## config.mk

```make
export PLATFORM = sky130hd
export DESIGN_NAME = ldd_ctrl
export DESIGN_NICKNAME = d
export VERILOG_FILES = /design/src/hw/rtl/ldd_pkg.sv /design/src/hw/rtl/ldd_ctrl.sv
export SDC_FILE = /design/constraint.sdc
export NUM_CORES = 1
export LEC_CHECK = 0
export BUFFER_PORTS_ARGS = -buffer_cell sky130_fd_sc_hd__buf_2
export CAP_MARGIN = 20
export CORE_MARGIN = 3
export CORE_UTILIZATION = 45
export CTS_BUF_LIST = sky130_fd_sc_hd__clkbuf_2
export DETAILED_ROUTE_END_ITERATION = 10
export GPL_ROUTABILITY_DRIVEN = 1
export GPL_TIMING_DRIVEN = 1
export PLACE_DENSITY = 0.71
export SYNTH_ARGS = -nofsm -noshare
export SYNTH_HDL_FRONTEND = slang
export SYNTH_SLANG_ARGS = --single-unit
```

## constraint.sdc

```tcl
create_clock -name clock -period 1.61 [get_ports clock]
set_input_delay 0.322 -clock clock [delete_from_list [all_inputs] [get_ports clock]]
set_output_delay 0.322 -clock clock [all_outputs]
set_load 0.01 [all_outputs]
```

## src/hw/rtl/ldd_pkg.sv

```systemverilog
// ----------------------------------------------------------------------------
// ldd_pkg
// Shared types and constants of the lock graph deadlock detector.
// ----------------------------------------------------------------------------
package ldd_pkg;

   localparam int NODE_SLOTS_DEF = 64;
   localparam int KEY_BITS_DEF   = 32;
   localparam int ID_BITS        = 32;
   localparam int NODES_OUT_BITS = 7;

   // event kinds
   typedef enum logic [1:0] {
      FN_REQUEST  = 2'd0,
      FN_ACQUIRED = 2'd1,
      FN_RELEASED = 2'd2,
      FN_UNUSED   = 2'd3
   } ldd_func_type;

   // result codes
   typedef enum logic [1:0] {
      ST_OK       = 2'd0,
      ST_DEADLOCK = 2'd1,
      ST_FULL     = 2'd2,
      ST_SPARE    = 2'd3
   } ldd_status_type;

   // controller to datapath commands
   typedef struct packed {
      logic           load;
      logic           scan_cmp;
      logic           alloc_t;
      logic           alloc_m;
      logic           edge_rd;
      logic           edge_wr;
      logic           row_sel_m;
      logic           wr_set;
      logic           dfs_clear;
      logic           root;
      logic           push;
      logic           pop;
      logic           pop_load;
      logic           rsp_load;
      ldd_status_type rsp_status;
   } ldd_cmd_type;

   // datapath to controller status
   typedef struct packed {
      logic scan_done;
      logic full;
      logic root_none;
      logic cycle;
      logic cand_any;
      logic sp_zero;
   } ldd_stat_type;

endpackage

```

## src/hw/rtl/ldd_ctrl.sv

```systemverilog
// ----------------------------------------------------------------------------
// ldd_ctrl
// Sequencer: node lookup, allocation, edge updates and the cycle search.
// ----------------------------------------------------------------------------
module ldd_ctrl
   import ldd_pkg::*;
(
   input  logic         clock,
   input  logic         reset,
   input  logic         req_valid,
   input  logic [1:0]   req_func,
   output logic         req_ready,
   output logic         rsp_valid,
   input  logic         rsp_ready,
   input  ldd_stat_type st,
   output ldd_cmd_type  cmd
);

   typedef enum logic [10:0] {
      S_IDLE    = 11'b000_0000_0001,
      S_SCAN_RD = 11'b000_0000_0010,
      S_SCAN_CM = 11'b000_0000_0100,
      S_ALLOC_T = 11'b000_0000_1000,
      S_ALLOC_M = 11'b000_0001_0000,
      S_EDGE_RD = 11'b000_0010_0000,
      S_EDGE_WR = 11'b000_0100_0000,
      S_ROOT    = 11'b000_1000_0000,
      S_ROW     = 11'b001_0000_0000,
      S_POP     = 11'b010_0000_0000,
      S_DONE    = 11'b100_0000_0000
   } ldd_state_type;

   ldd_state_type  state_ff, state_in;
   ldd_func_type   func_ff, func_in;
   ldd_status_type status_ff, status_in;
   logic           sel_m_ff, sel_m_in;
   logic           set_ff, set_in;
   logic           phase_ff, phase_in;
   logic           undo_ff, undo_in;
   logic           rsp_valid_ff, rsp_valid_in;

   assign req_ready = (state_ff == S_IDLE);
   assign rsp_valid = rsp_valid_ff;

   // next state and commands
   always_comb begin
      state_in     = state_ff;
      func_in      = func_ff;
      status_in    = status_ff;
      sel_m_in     = sel_m_ff;
      set_in       = set_ff;
      phase_in     = phase_ff;
      undo_in      = undo_ff;
      rsp_valid_in = rsp_valid_ff && !rsp_ready;
      cmd           = '0;
      cmd.row_sel_m = sel_m_ff;
      cmd.wr_set    = set_ff;
      cmd.rsp_status = status_ff;
      unique case (state_ff)
         S_IDLE: begin
            if (req_valid) begin
               cmd.load  = 1'b1;
               func_in   = ldd_func_type'(req_func);
               status_in = ST_OK;
               phase_in  = 1'b0;
               undo_in   = 1'b0;
               state_in  = (ldd_func_type'(req_func) == FN_UNUSED) ? S_DONE : S_SCAN_RD;
            end
         end
         S_SCAN_RD: begin
            if (!st.scan_done) begin
               state_in = S_SCAN_CM;
            end else if (st.full) begin
               status_in = ST_FULL;
               state_in  = S_DONE;
            end else begin
               state_in = S_ALLOC_T;
            end
         end
         S_SCAN_CM: begin
            cmd.scan_cmp = 1'b1;
            state_in     = S_SCAN_RD;
         end
         S_ALLOC_T: begin
            cmd.alloc_t = 1'b1;
            state_in    = S_ALLOC_M;
         end
         S_ALLOC_M: begin
            cmd.alloc_m = 1'b1;
            sel_m_in    = (func_ff == FN_RELEASED);
            set_in      = (func_ff == FN_REQUEST);
            state_in    = S_EDGE_RD;
         end
         S_EDGE_RD: begin
            cmd.edge_rd = 1'b1;
            state_in    = S_EDGE_WR;
         end
         S_EDGE_WR: begin
            cmd.edge_wr   = 1'b1;
            cmd.dfs_clear = 1'b1;
            if (func_ff == FN_REQUEST && !undo_ff) begin
               state_in = S_ROOT;
            end else if (func_ff == FN_REQUEST) begin
               status_in = ST_DEADLOCK;
               state_in  = S_DONE;
            end else if (func_ff == FN_ACQUIRED && !phase_ff) begin
               phase_in = 1'b1;
               sel_m_in = 1'b1;
               set_in   = 1'b1;
               state_in = S_EDGE_RD;
            end else begin
               state_in = S_DONE;
            end
         end
         S_ROOT: begin
            if (st.root_none) begin
               state_in = S_DONE;
            end else begin
               cmd.root = 1'b1;
               state_in = S_ROW;
            end
         end
         S_ROW: begin
            if (st.cycle) begin
               undo_in  = 1'b1;
               sel_m_in = 1'b0;
               set_in   = 1'b0;
               state_in = S_EDGE_RD;
            end else if (st.cand_any) begin
               cmd.push = 1'b1;
            end else begin
               cmd.pop  = 1'b1;
               state_in = st.sp_zero ? S_ROOT : S_POP;
            end
         end
         S_POP: begin
            cmd.pop_load = 1'b1;
            state_in     = S_ROW;
         end
         S_DONE: begin
            if (!rsp_valid_ff || rsp_ready) begin
               cmd.rsp_load = 1'b1;
               rsp_valid_in = 1'b1;
               state_in     = S_IDLE;
            end
         end
         default: state_in = S_IDLE;
      endcase
   end

   // control registers
   always_ff @(posedge clock) begin
      if (reset) begin
         state_ff     <= S_IDLE;
         rsp_valid_ff <= 1'b0;
         func_ff      <= FN_UNUSED;
         status_ff    <= ST_OK;
         sel_m_ff     <= 1'b0;
         set_ff       <= 1'b0;
         phase_ff     <= 1'b0;
         undo_ff      <= 1'b0;
      end else begin
         state_ff     <= state_in;
         rsp_valid_ff <= rsp_valid_in;
         func_ff      <= func_in;
         status_ff    <= status_in;
         sel_m_ff     <= sel_m_in;
         set_ff       <= set_in;
         phase_ff     <= phase_in;
         undo_ff      <= undo_in;
      end
   end

`ifndef SYNTHESIS
   a_state_onehot: assert property (@(posedge clock) disable iff (reset)
      $onehot(state_ff)) else $error("state not one-hot");
   a_rsp_from_done: assert property (@(posedge clock) disable iff (reset)
      $rose(rsp_valid_ff) |-> $past(state_ff == S_DONE)) else $error("stray result");
   a_no_accept_busy: assert property (@(posedge clock) disable iff (reset)
      (state_ff != S_IDLE) |-> !cmd.load) else $error("load while busy");
`endif

endmodule

```

==> flow_summary.yaml, run 1 <==
outcome:
  status: "finished, violations left"
  violations: "negative setup slack"
place:
  post-place-ws_ps: -244.1
  gp_congestion: 0.8626
  numPortBuffers: 29
  dpl.hpwl_mm: 2.861
timing:
  min_period_over_period: 1.384
  finalWorstSetupSlack_ps: -618.6
  period_minus_slack_ps: 2229
  worstMarginPinSlew_ps: 688.3
  hold_viol_final: 0
  fin_tns_setup_ps: -12320
  setup_violations: 31
  fmax_mhz: 448.7
  rsz0062_at_grt: "true"
  fin_skew_ps: 1.867
  maxSlewHeadroom: 0.5402
  final_max_slew_viol_count: 0
synth:
  synth.avg_cell_area_um2: 8.550
  synthCells: 150
  netlist.area_leader.share: 0.3122
  synth_area_leaders: "dfxtp_1 (31%), nor2_1 (4.4%), nor4b_1 (4.1%)"
  yosysTopAreaCell: "dfxtp_1"
  ys_seq_area_frac: 0.3122
  syn_area_um2: 1282
  synth_ff_type: "dfxtp_1"
  ys_types: 55
  synth_nets: 162
  async_flop_share: 0
  synth_edf_count: 0
  synth-seq-cells: 20
  yosysWarnings: 0
setup_path:
  crit_buf_inv: 3
  required_ps: 1290
  cp_slowest_stage_delay_ps: 540
  cp-start-kind: "flip-flop"
  critPathTopFamily: "simple AND/OR/NAND/NOR gates"
  crit_type: "flip-flop to primary output"
  cp_cell_sequence: "buf_12 -> or4b_4 -> nor3_4 -> nand2_2 -> inv_2 -> buf_6"
  worstPathMaxFanout: 3
  end_kind: "primary output"
  slowest_stage: "or4b_4"
  cp.arrival_ps: 1910
cells_and_area:
  final_nets: 252
  n_antenna_cell: 0
  area_growth_pct: 87.71
  drive_above_1_share: 0.6862
  nFillCells: 95
power_and_ir_drop:
  p_int_mw: 1.148
  clkPwrFrac: 0.123
  ir_drop_uv: 934.5
  cellPowerDensity_nw_per_um2: 784.2
  comb_power_share: 0.574
  power.switching_uw: 739.6
  sw_frac_of_total: 0.3918
  leakage_nw: 1.035
  pwr-share-seq: 0.302
cts:
  cts_tree: "done"
  clock-sinks: 20
  clock_latency_ps: 340
  root_buffer: "clkbuf_2"
  clk_pin_slew_worst_paths_ps: 210
  h-tree-depth: 1
  cts_buffers: 3
  clockBufferDepth: 2
  hold_buffers: 0
worst_hold_path:
  min_path_type: "input pin to flip-flop"
die:
  dieHeight_um: 59.39
  dieArea_um2: 3527
  design.core.area_um2: 2590
  start_util: 0.4952
  fp.dieW_um: 59.39
  rows: 18
  ios: 30
routing:
  num_vias: 1816
  drc_errors: 0
  drt-pass1-iter-count: 5
  drt-vias-per-instance: 6.751
  routedWlPerCell_um: 23.92
  postRouteAntennaNets: 0
  wl_mm: 6.435
  drtIter0Drc: 156
global_route:
  grt_pass1_wl_mm: 7.790
  antenna_found_initial: 0
  grt_start_max_net_pins: 16
  grt_pass1_vias: 1566
  grtUsageTotal: 0.2978
  overflow: 0
flow_run:
  drv_cap: 0
-- final timing paths --
path / start / slack [ps] / cells after the start / end
worst min register to register: phase_ff / 510 / 2 / phase_ff
worst max register to register: state_ff[1] / -550 / 11 / status_ff[1]
worst min-delay path: st[0] / 130 / 2 / state_ff[9]
worst max-delay path: state_ff[1] / -620 / 6 / cmd[15]
-- cell usage in the layout (no fill, tap or decap), types with 4 or more instances in the layout --
cell / instances
inv_1: 5
nor2_1: 12
and3_4: 4
dfxtp_1: 11
a21oi_2: 5
buf_4: 46
nand2_1: 6
buf_6: 27
nor4_4: 4
nand2b_1: 4
buf_2: 20
dfxtp_4: 7
-- synthesized netlist by cell type, types with 2 or more instances --
master     n
a21oi_1    7
a211o_1    2
a31oi_1    2
nand2b_1   5
nor4b_1    6
buf_2      3
and3_1     4
nand2_1    9
nor3_2     2
and3_2     2
buf_4      5
o31ai_1    2
nor4_2     2
a311oi_1   2
nor3_1     5
nor4_1     3
nand3b_1   2
nand3_1    4
o21ai_0    3
inv_1      7
or4b_1     2
nor2b_1    2
or4_4      2
dfxtp_1   20
a211oi_2   2
buf_6      2
nor2_1    15
-- per-layer routing --
| layer | wire (um) | global-route usage | vias up |
|---|---|---|---|
| met5 | 0 | 0 | - |
| li1 | - | - | 753 |
| met2 | 3172 | 0.4883 | 147 |
| met3 | 514 | 0.04357 | 36 |
| met1 | 2468 | 0.3822 | 880 |
| met4 | 281 | 0.1359 | 0 |
-- power groups by stage --
stage          clock (mW)  combinational, mW  sequential (mW)
2_1_floorplan           0              0.363            0.554
3_3_place_gp            0              0.576            0.570
3_5_place_dp            0              0.579            0.574
4_1_cts             0.222              0.858            0.565
5_1_grt             0.252               1.12            0.575
6_report            0.233               1.08            0.571
-- stage by stage --
stage	util	cells	hold WS (ps)	instance area, um2	power, mW
finish	0.9295	269	131.3	2407	1.888
global placement	0.6686	236	453.8	1732	1.146
floorplan	-	150	393.6	1353	0.9169
global route	0.9295	269	126.2	2407	1.947
CTS	0.8251	256	144.4	2137	1.644
detailed placement	0.6686	236	456.9	1732	1.153
-- sequential cells by signal, summed over array words and instances (netlist names) --
signal	flops
sel_m_ff	1
state_ff	11
set_ff	1
phase_ff	1
func_ff	2
status_ff	2
rsp_valid	1
undo_ff	1
-- repair_timing --
| action | 4_1_cts | 5_1_grt |
|---|---|---|
| gates resized for setup | 58 | 39 |
| buffers inserted | 17 | 19 |
| pin swaps | 27 | 28 |
| endpoints found under the setup margin | 31 | 31 |
-- logic make-up (layout without fill, tap and decap cells) --
family,Yosys count,count (layout),synth area share
AND/OR/NAND/NOR,77,77,0.3844
AO/OA/AOI/OAI,33,33,0.2020
flip-flops,20,20,0.3122
buffers and inverters,17,106,0.07903
XOR/XNOR,2,2,0.01366
multiplexers,1,1,0.008780
-- final cells by class --
cell class	instances	area [um2]	area share
multi-input combinational	113	1111	0.4615
timing repair buffer	95	784.5	0.3259
sequential	20	429.2	0.1783
tap	30	37.54	0.01559
inverter	7	26.28	0.01091
clock buffer	3	15.01	0.006237
clock inverter	1	3.754	0.001559
No activity file was read; power rests on OpenSTA's default activity.
==> inputs of run 2 (changes only) <==
--- a/config.mk
+++ b/config.mk
@@ -8,12 +8,14 @@
 export BUFFER_PORTS_ARGS = -buffer_cell sky130_fd_sc_hd__buf_2
 export CAP_MARGIN = 20
 export CORE_MARGIN = 3
-export CORE_UTILIZATION = 45
+export CORE_UTILIZATION = 50
 export CTS_BUF_LIST = sky130_fd_sc_hd__clkbuf_2
 export DETAILED_ROUTE_END_ITERATION = 10
 export GPL_ROUTABILITY_DRIVEN = 1
 export GPL_TIMING_DRIVEN = 1
-export PLACE_DENSITY = 0.71
+export PLACE_DENSITY = 0.78
+export REMOVE_ABC_BUFFERS = 1
+export SETUP_SLACK_MARGIN = 0.02
 export SYNTH_ARGS = -nofsm -noshare
 export SYNTH_HDL_FRONTEND = slang
 export SYNTH_SLANG_ARGS = --single-unit
==> flow_summary.yaml, run 2 <==
global_route:
  overflow: 37
  grtUsageTotal: 0.6936
  grt_start_max_net_pins: 16
place:
  gp_congestion: 0.9025
  post-place-ws_ps: -187.3
  dpl.hpwl_mm: 2.899
  dp.cells: 235
  numPortBuffers: 29
die:
  rows: 17
  ios: 30
  fp.dieW_um: 56.65
  dieHeight_um: 56.65
  start_util: 0.5532
synth:
  ys_types: 55
  synth-seq-cells: 20
  yosysMostFrequentCell: "dfxtp_1"
  synthCells: 150
  ys_seq_area_frac: 0.3122
  yosysWarnings: 0
  yosysTopAreaCell: "dfxtp_1"
  synth_commonest_cells: "dfxtp_1 (20), nor2_1 (15), nand2_1 (9)"
  syn_area_um2: 1282
  async_flop_share: 0
  netlist.area_leader.share: 0.3122
  synth_edf_count: 0
  synth_area_leaders: "dfxtp_1 (31%), nor2_1 (4.4%), nor4b_1 (4.1%)"
  synth_ff_type: "dfxtp_1"
  synth.avg_cell_area_um2: 8.550
cts:
  clockBufferDepth: 2
  root_buffer: "clkbuf_2"
  clock-sinks: 20
  cts_buffers: 3
  h-tree-depth: 1
  hold_buffers: 0
outcome:
  status: "aborted with a tool error"
  stop_stage: "5_1_grt"
  tool.error: "[ERROR GRT-0232] Routing congestion too high. Check the congestion heatmap in the GUI."
timing:
  worst_endpoint_kind: "top-level output"
  grt-worst-endpoint: "cmd[2]"
==> run 2: kinds of logic after synthesis <==
| kind of cell | share of synthesized area |
|---|---|
| muxes | 0.008780 |
| DFF | 0.3122 |
| and+or+nand+nor | 0.3844 |
| buffers and inverters | 0.07903 |
| xor gates and xnor gates | 0.01366 |
| AOI/OAI and AO/OA | 0.2020 |
==> run 2: repair_timing <==
item                                   4_1_cts
setup buffers                                7
endpoints found under the hold margin        0
gates cloned                                 0
gates resized for setup                     46
setup endpoints to repair                   29
pin swaps                                   22
==> run 2: stage by stage <==
stage	hold WS [ps]	instance area, um2	util	TNS, ps
2_1_floorplan	391.1	1207	-	-1418
3_3_place_gp	454.5	1673	0.7215	-2068
3_5_place_dp	465.3	1673	0.7215	-2860
4_1_cts	148.5	1968	0.8489	-7893
==> run 2: routing by layer <==
metal / GRT overflow / GRT usage
met3: 0 / 0.4552
met1: 1 / 0.7209
met4: 16 / 0.7525
met2: 20 / 0.8680
met5: 0 / 0
==> inputs of run 3 (changes only) <==
--- a/config.mk
+++ b/config.mk
@@ -7,15 +7,13 @@
 export LEC_CHECK = 0
 export BUFFER_PORTS_ARGS = -buffer_cell sky130_fd_sc_hd__buf_2
 export CAP_MARGIN = 20
-export CORE_MARGIN = 3
-export CORE_UTILIZATION = 50
-export CTS_BUF_LIST = sky130_fd_sc_hd__clkbuf_2
+export CORE_AREA = 3 3 64 66
 export DETAILED_ROUTE_END_ITERATION = 10
+export DIE_AREA = 0 0 67 69
 export GPL_ROUTABILITY_DRIVEN = 1
 export GPL_TIMING_DRIVEN = 1
-export PLACE_DENSITY = 0.78
+export PLACE_DENSITY_LB_ADDON = 0.15
 export REMOVE_ABC_BUFFERS = 1
-export SETUP_SLACK_MARGIN = 0.02
 export SYNTH_ARGS = -nofsm -noshare
 export SYNTH_HDL_FRONTEND = slang
 export SYNTH_SLANG_ARGS = --single-unit
==> constraint.sdc (replaced) <==
create_clock -name clock -period 2.1 [get_ports clock]
set_input_delay 0.42 -clock clock [delete_from_list [all_inputs] [get_ports clock]]
set_output_delay 0.42 -clock clock [all_outputs]
set_load 0.01 [all_outputs]
==> flow_summary.yaml, run 3 (same netlist as run 1, synthesis figures left out) <==
outcome:
  status: "finished, violations left"
  violations: "negative setup slack"
setup_path:
  crit_type: "flip-flop to primary output"
  worstPathMaxFanout: 7
  required_ps: 1680
  critPathTopFamily: "simple AND/OR/NAND/NOR gates"
  slowest_stage: "or4_4"
  cp_slowest_stage_delay_ps: 570
  cp_cell_sequence: "or4_4 -> nor2_4 -> nand3_2 -> nor2_1 -> buf_2"
  cp.arrival_ps: 1740
  cp.depth: 5
  end_kind: "primary output"
  rr_endpoint: "status_ff[0]"
  reg2reg_depth: 11
  cp-start-kind: "flip-flop"
  crit_start: "state_ff[2]"
  r2r_slack_ps: 50
  crit-reg2reg-launch: "state_ff[7]"
  crit_buf_inv: 1
  crit_end: "cmd[2]"
global_route:
  grt_pass1_vias: 1209
  grt_start_max_net_pins: 17
  grtUsageTotal: 0.1612
  overflow: 0
  grt_pass1_wl_mm: 5.816
  antenna_found_initial: 0
cells_and_area:
  final_nets: 209
  drive_above_1_share: 0.4643
  n_antenna_cell: 0
  largest-register: "state_ff"
  area_growth_pct: 38.24
  reg_top3: "state_ff (11), func_ff (2), status_ff (2)"
  layout.cells.most_common_list: "buf_2 (28), buf_4 (19), nor2_1 (15), dfxtp_1 (12), nand2_1 (9)"
  layout_commonest_cell: "buf_2"
  largest_reg_flops: 11
timing:
  maxSlewHeadroom: 0.6286
  fin_tns_setup_ps: -141.2
  rsz0062_at_grt: "true"
  fmax_mhz: 463.6
  final_max_slew_viol_count: 0
  period_minus_slack_ps: 2157
  fin_skew_ps: 7.615
  min_period_over_period: 1.027
  setup_violations: 4
  hold_viol_final: 0
  worstMarginPinSlew_ps: 549.4
  finalWorstSetupSlack_ps: -57.13
  holdWs_ps: 321.5
cts:
  root_buffer: "clkbuf_8"
  clk_pin_slew_worst_paths_ps: 80
  h-tree-depth: 1
  hold_buffers: 0
  clock-sinks: 20
  cts_tree: "done"
  clock_latency_ps: 270
  clockBufferDepth: 2
  cts_buffers: 3
routing:
  wl_mm: 3.649
  postRouteAntennaNets: 0
  drtIter0Drc: 73
  routedWlPerCell_um: 14.95
  drt-pass1-iter-count: 4
  drc_errors: 0
  drt-vias-per-instance: 5.389
  num_vias: 1315
die:
  dieArea_um2: 4623
  dieHeight_um: 69
  design.core.area_um2: 3633
  ios: 30
  start_util: 0.3530
  fp.dieW_um: 67
  rows: 22
worst_hold_path:
  min_path_type: "input pin to flip-flop"
  min_from: "st[0]"
power_and_ir_drop:
  sw_frac_of_total: 0.3071
  comb_power_share: 0.352
  clkPwrFrac: 0.306
  power.switching_uw: 394.5
  leakage_nw: 0.7641
  pwr-share-seq: 0.341
  cellPowerDensity_nw_per_um2: 724.5
  p_int_uw: 890.1
  ir_drop_uv: 330.9
place:
  dpl.hpwl_mm: 2.570
  numPortBuffers: 29
  gp_congestion: 0.8493
flow_run:
  drv_cap: 0
## run 3: how the worst min path moves through the flow
stage	end	slack (ps)	cells after the start
6_report	state_ff[9]	320	2
5_1_grt	state_ff[9]	320	2
4_1_cts	state_ff[9]	320	2
3_5_place_dp	status_ff[0]	460	2
3_3_place_gp	sel_m_ff	460	2
2_1_floorplan	phase_ff	440	2
## run 3: final cells by class
cell class | count | area [um2]
Clock buffer | 3 | 41.29
Sequential cell | 20 | 420.4
Fill cell | 373 | 1861
Clock inverter | 1 | 30.03
Inverter | 7 | 26.28
Multi-Input combinational cell | 113 | 855.8
Tap cell | 48 | 60.06
Timing Repair Buffer | 52 | 339.1
## run 3: layer usage
layer,GRT usage,share of wire,vias to the layer above
met3,0.04235,0.036,10
li1,-,-,655
met1,0.2102,0.44,619
met5,0,0,-
met2,0.2533,0.50,31
met4,0.05405,0.027,0
## run 3: timing repair
item                       4_1_cts  5_1_grt
pin swaps                        8        7
setup buffers                   12        2
setup endpoints to repair        9       15
gates resized for setup         14       16
## run 3: through the flow
step / setup WS (ps) / instances / util / power (mW) / instance area (um2)
after floorplan: 169.0 / 140 / - / 0.6670 / 1207
after global placement: 187.0 / 226 / 0.4074 / 0.7890 / 1480
after detailed placement: 153.8 / 226 / 0.4074 / 0.7949 / 1480
after CTS: -71.28 / 242 / 0.4649 / 1.239 / 1689
after global routing: -119.4 / 244 / 0.4879 / 1.348 / 1773
final: -57.13 / 244 / 0.4879 / 1.285 / 1773
## run 3: worst reg2reg max path, delay by kind of cell, from the launching register on
| family | cells | cell delay (ps) |
|---|---|---|
| AOI/OAI and AO/OA | 2 | 320 |
| buffers and inverters | 7 | 800 |
| DFF | 1 | 380 |
| and+or+nand+nor | 2 | 430 |
## run 3: power groups by stage
stage,clock network (mW),registers (mW),logic (mW)
floorplan,0,0.439,0.228
global placement,0,0.438,0.351
detailed placement,0,0.441,0.354
CTS,0.403,0.433,0.403
global route,0.420,0.442,0.486
finish,0.394,0.438,0.453
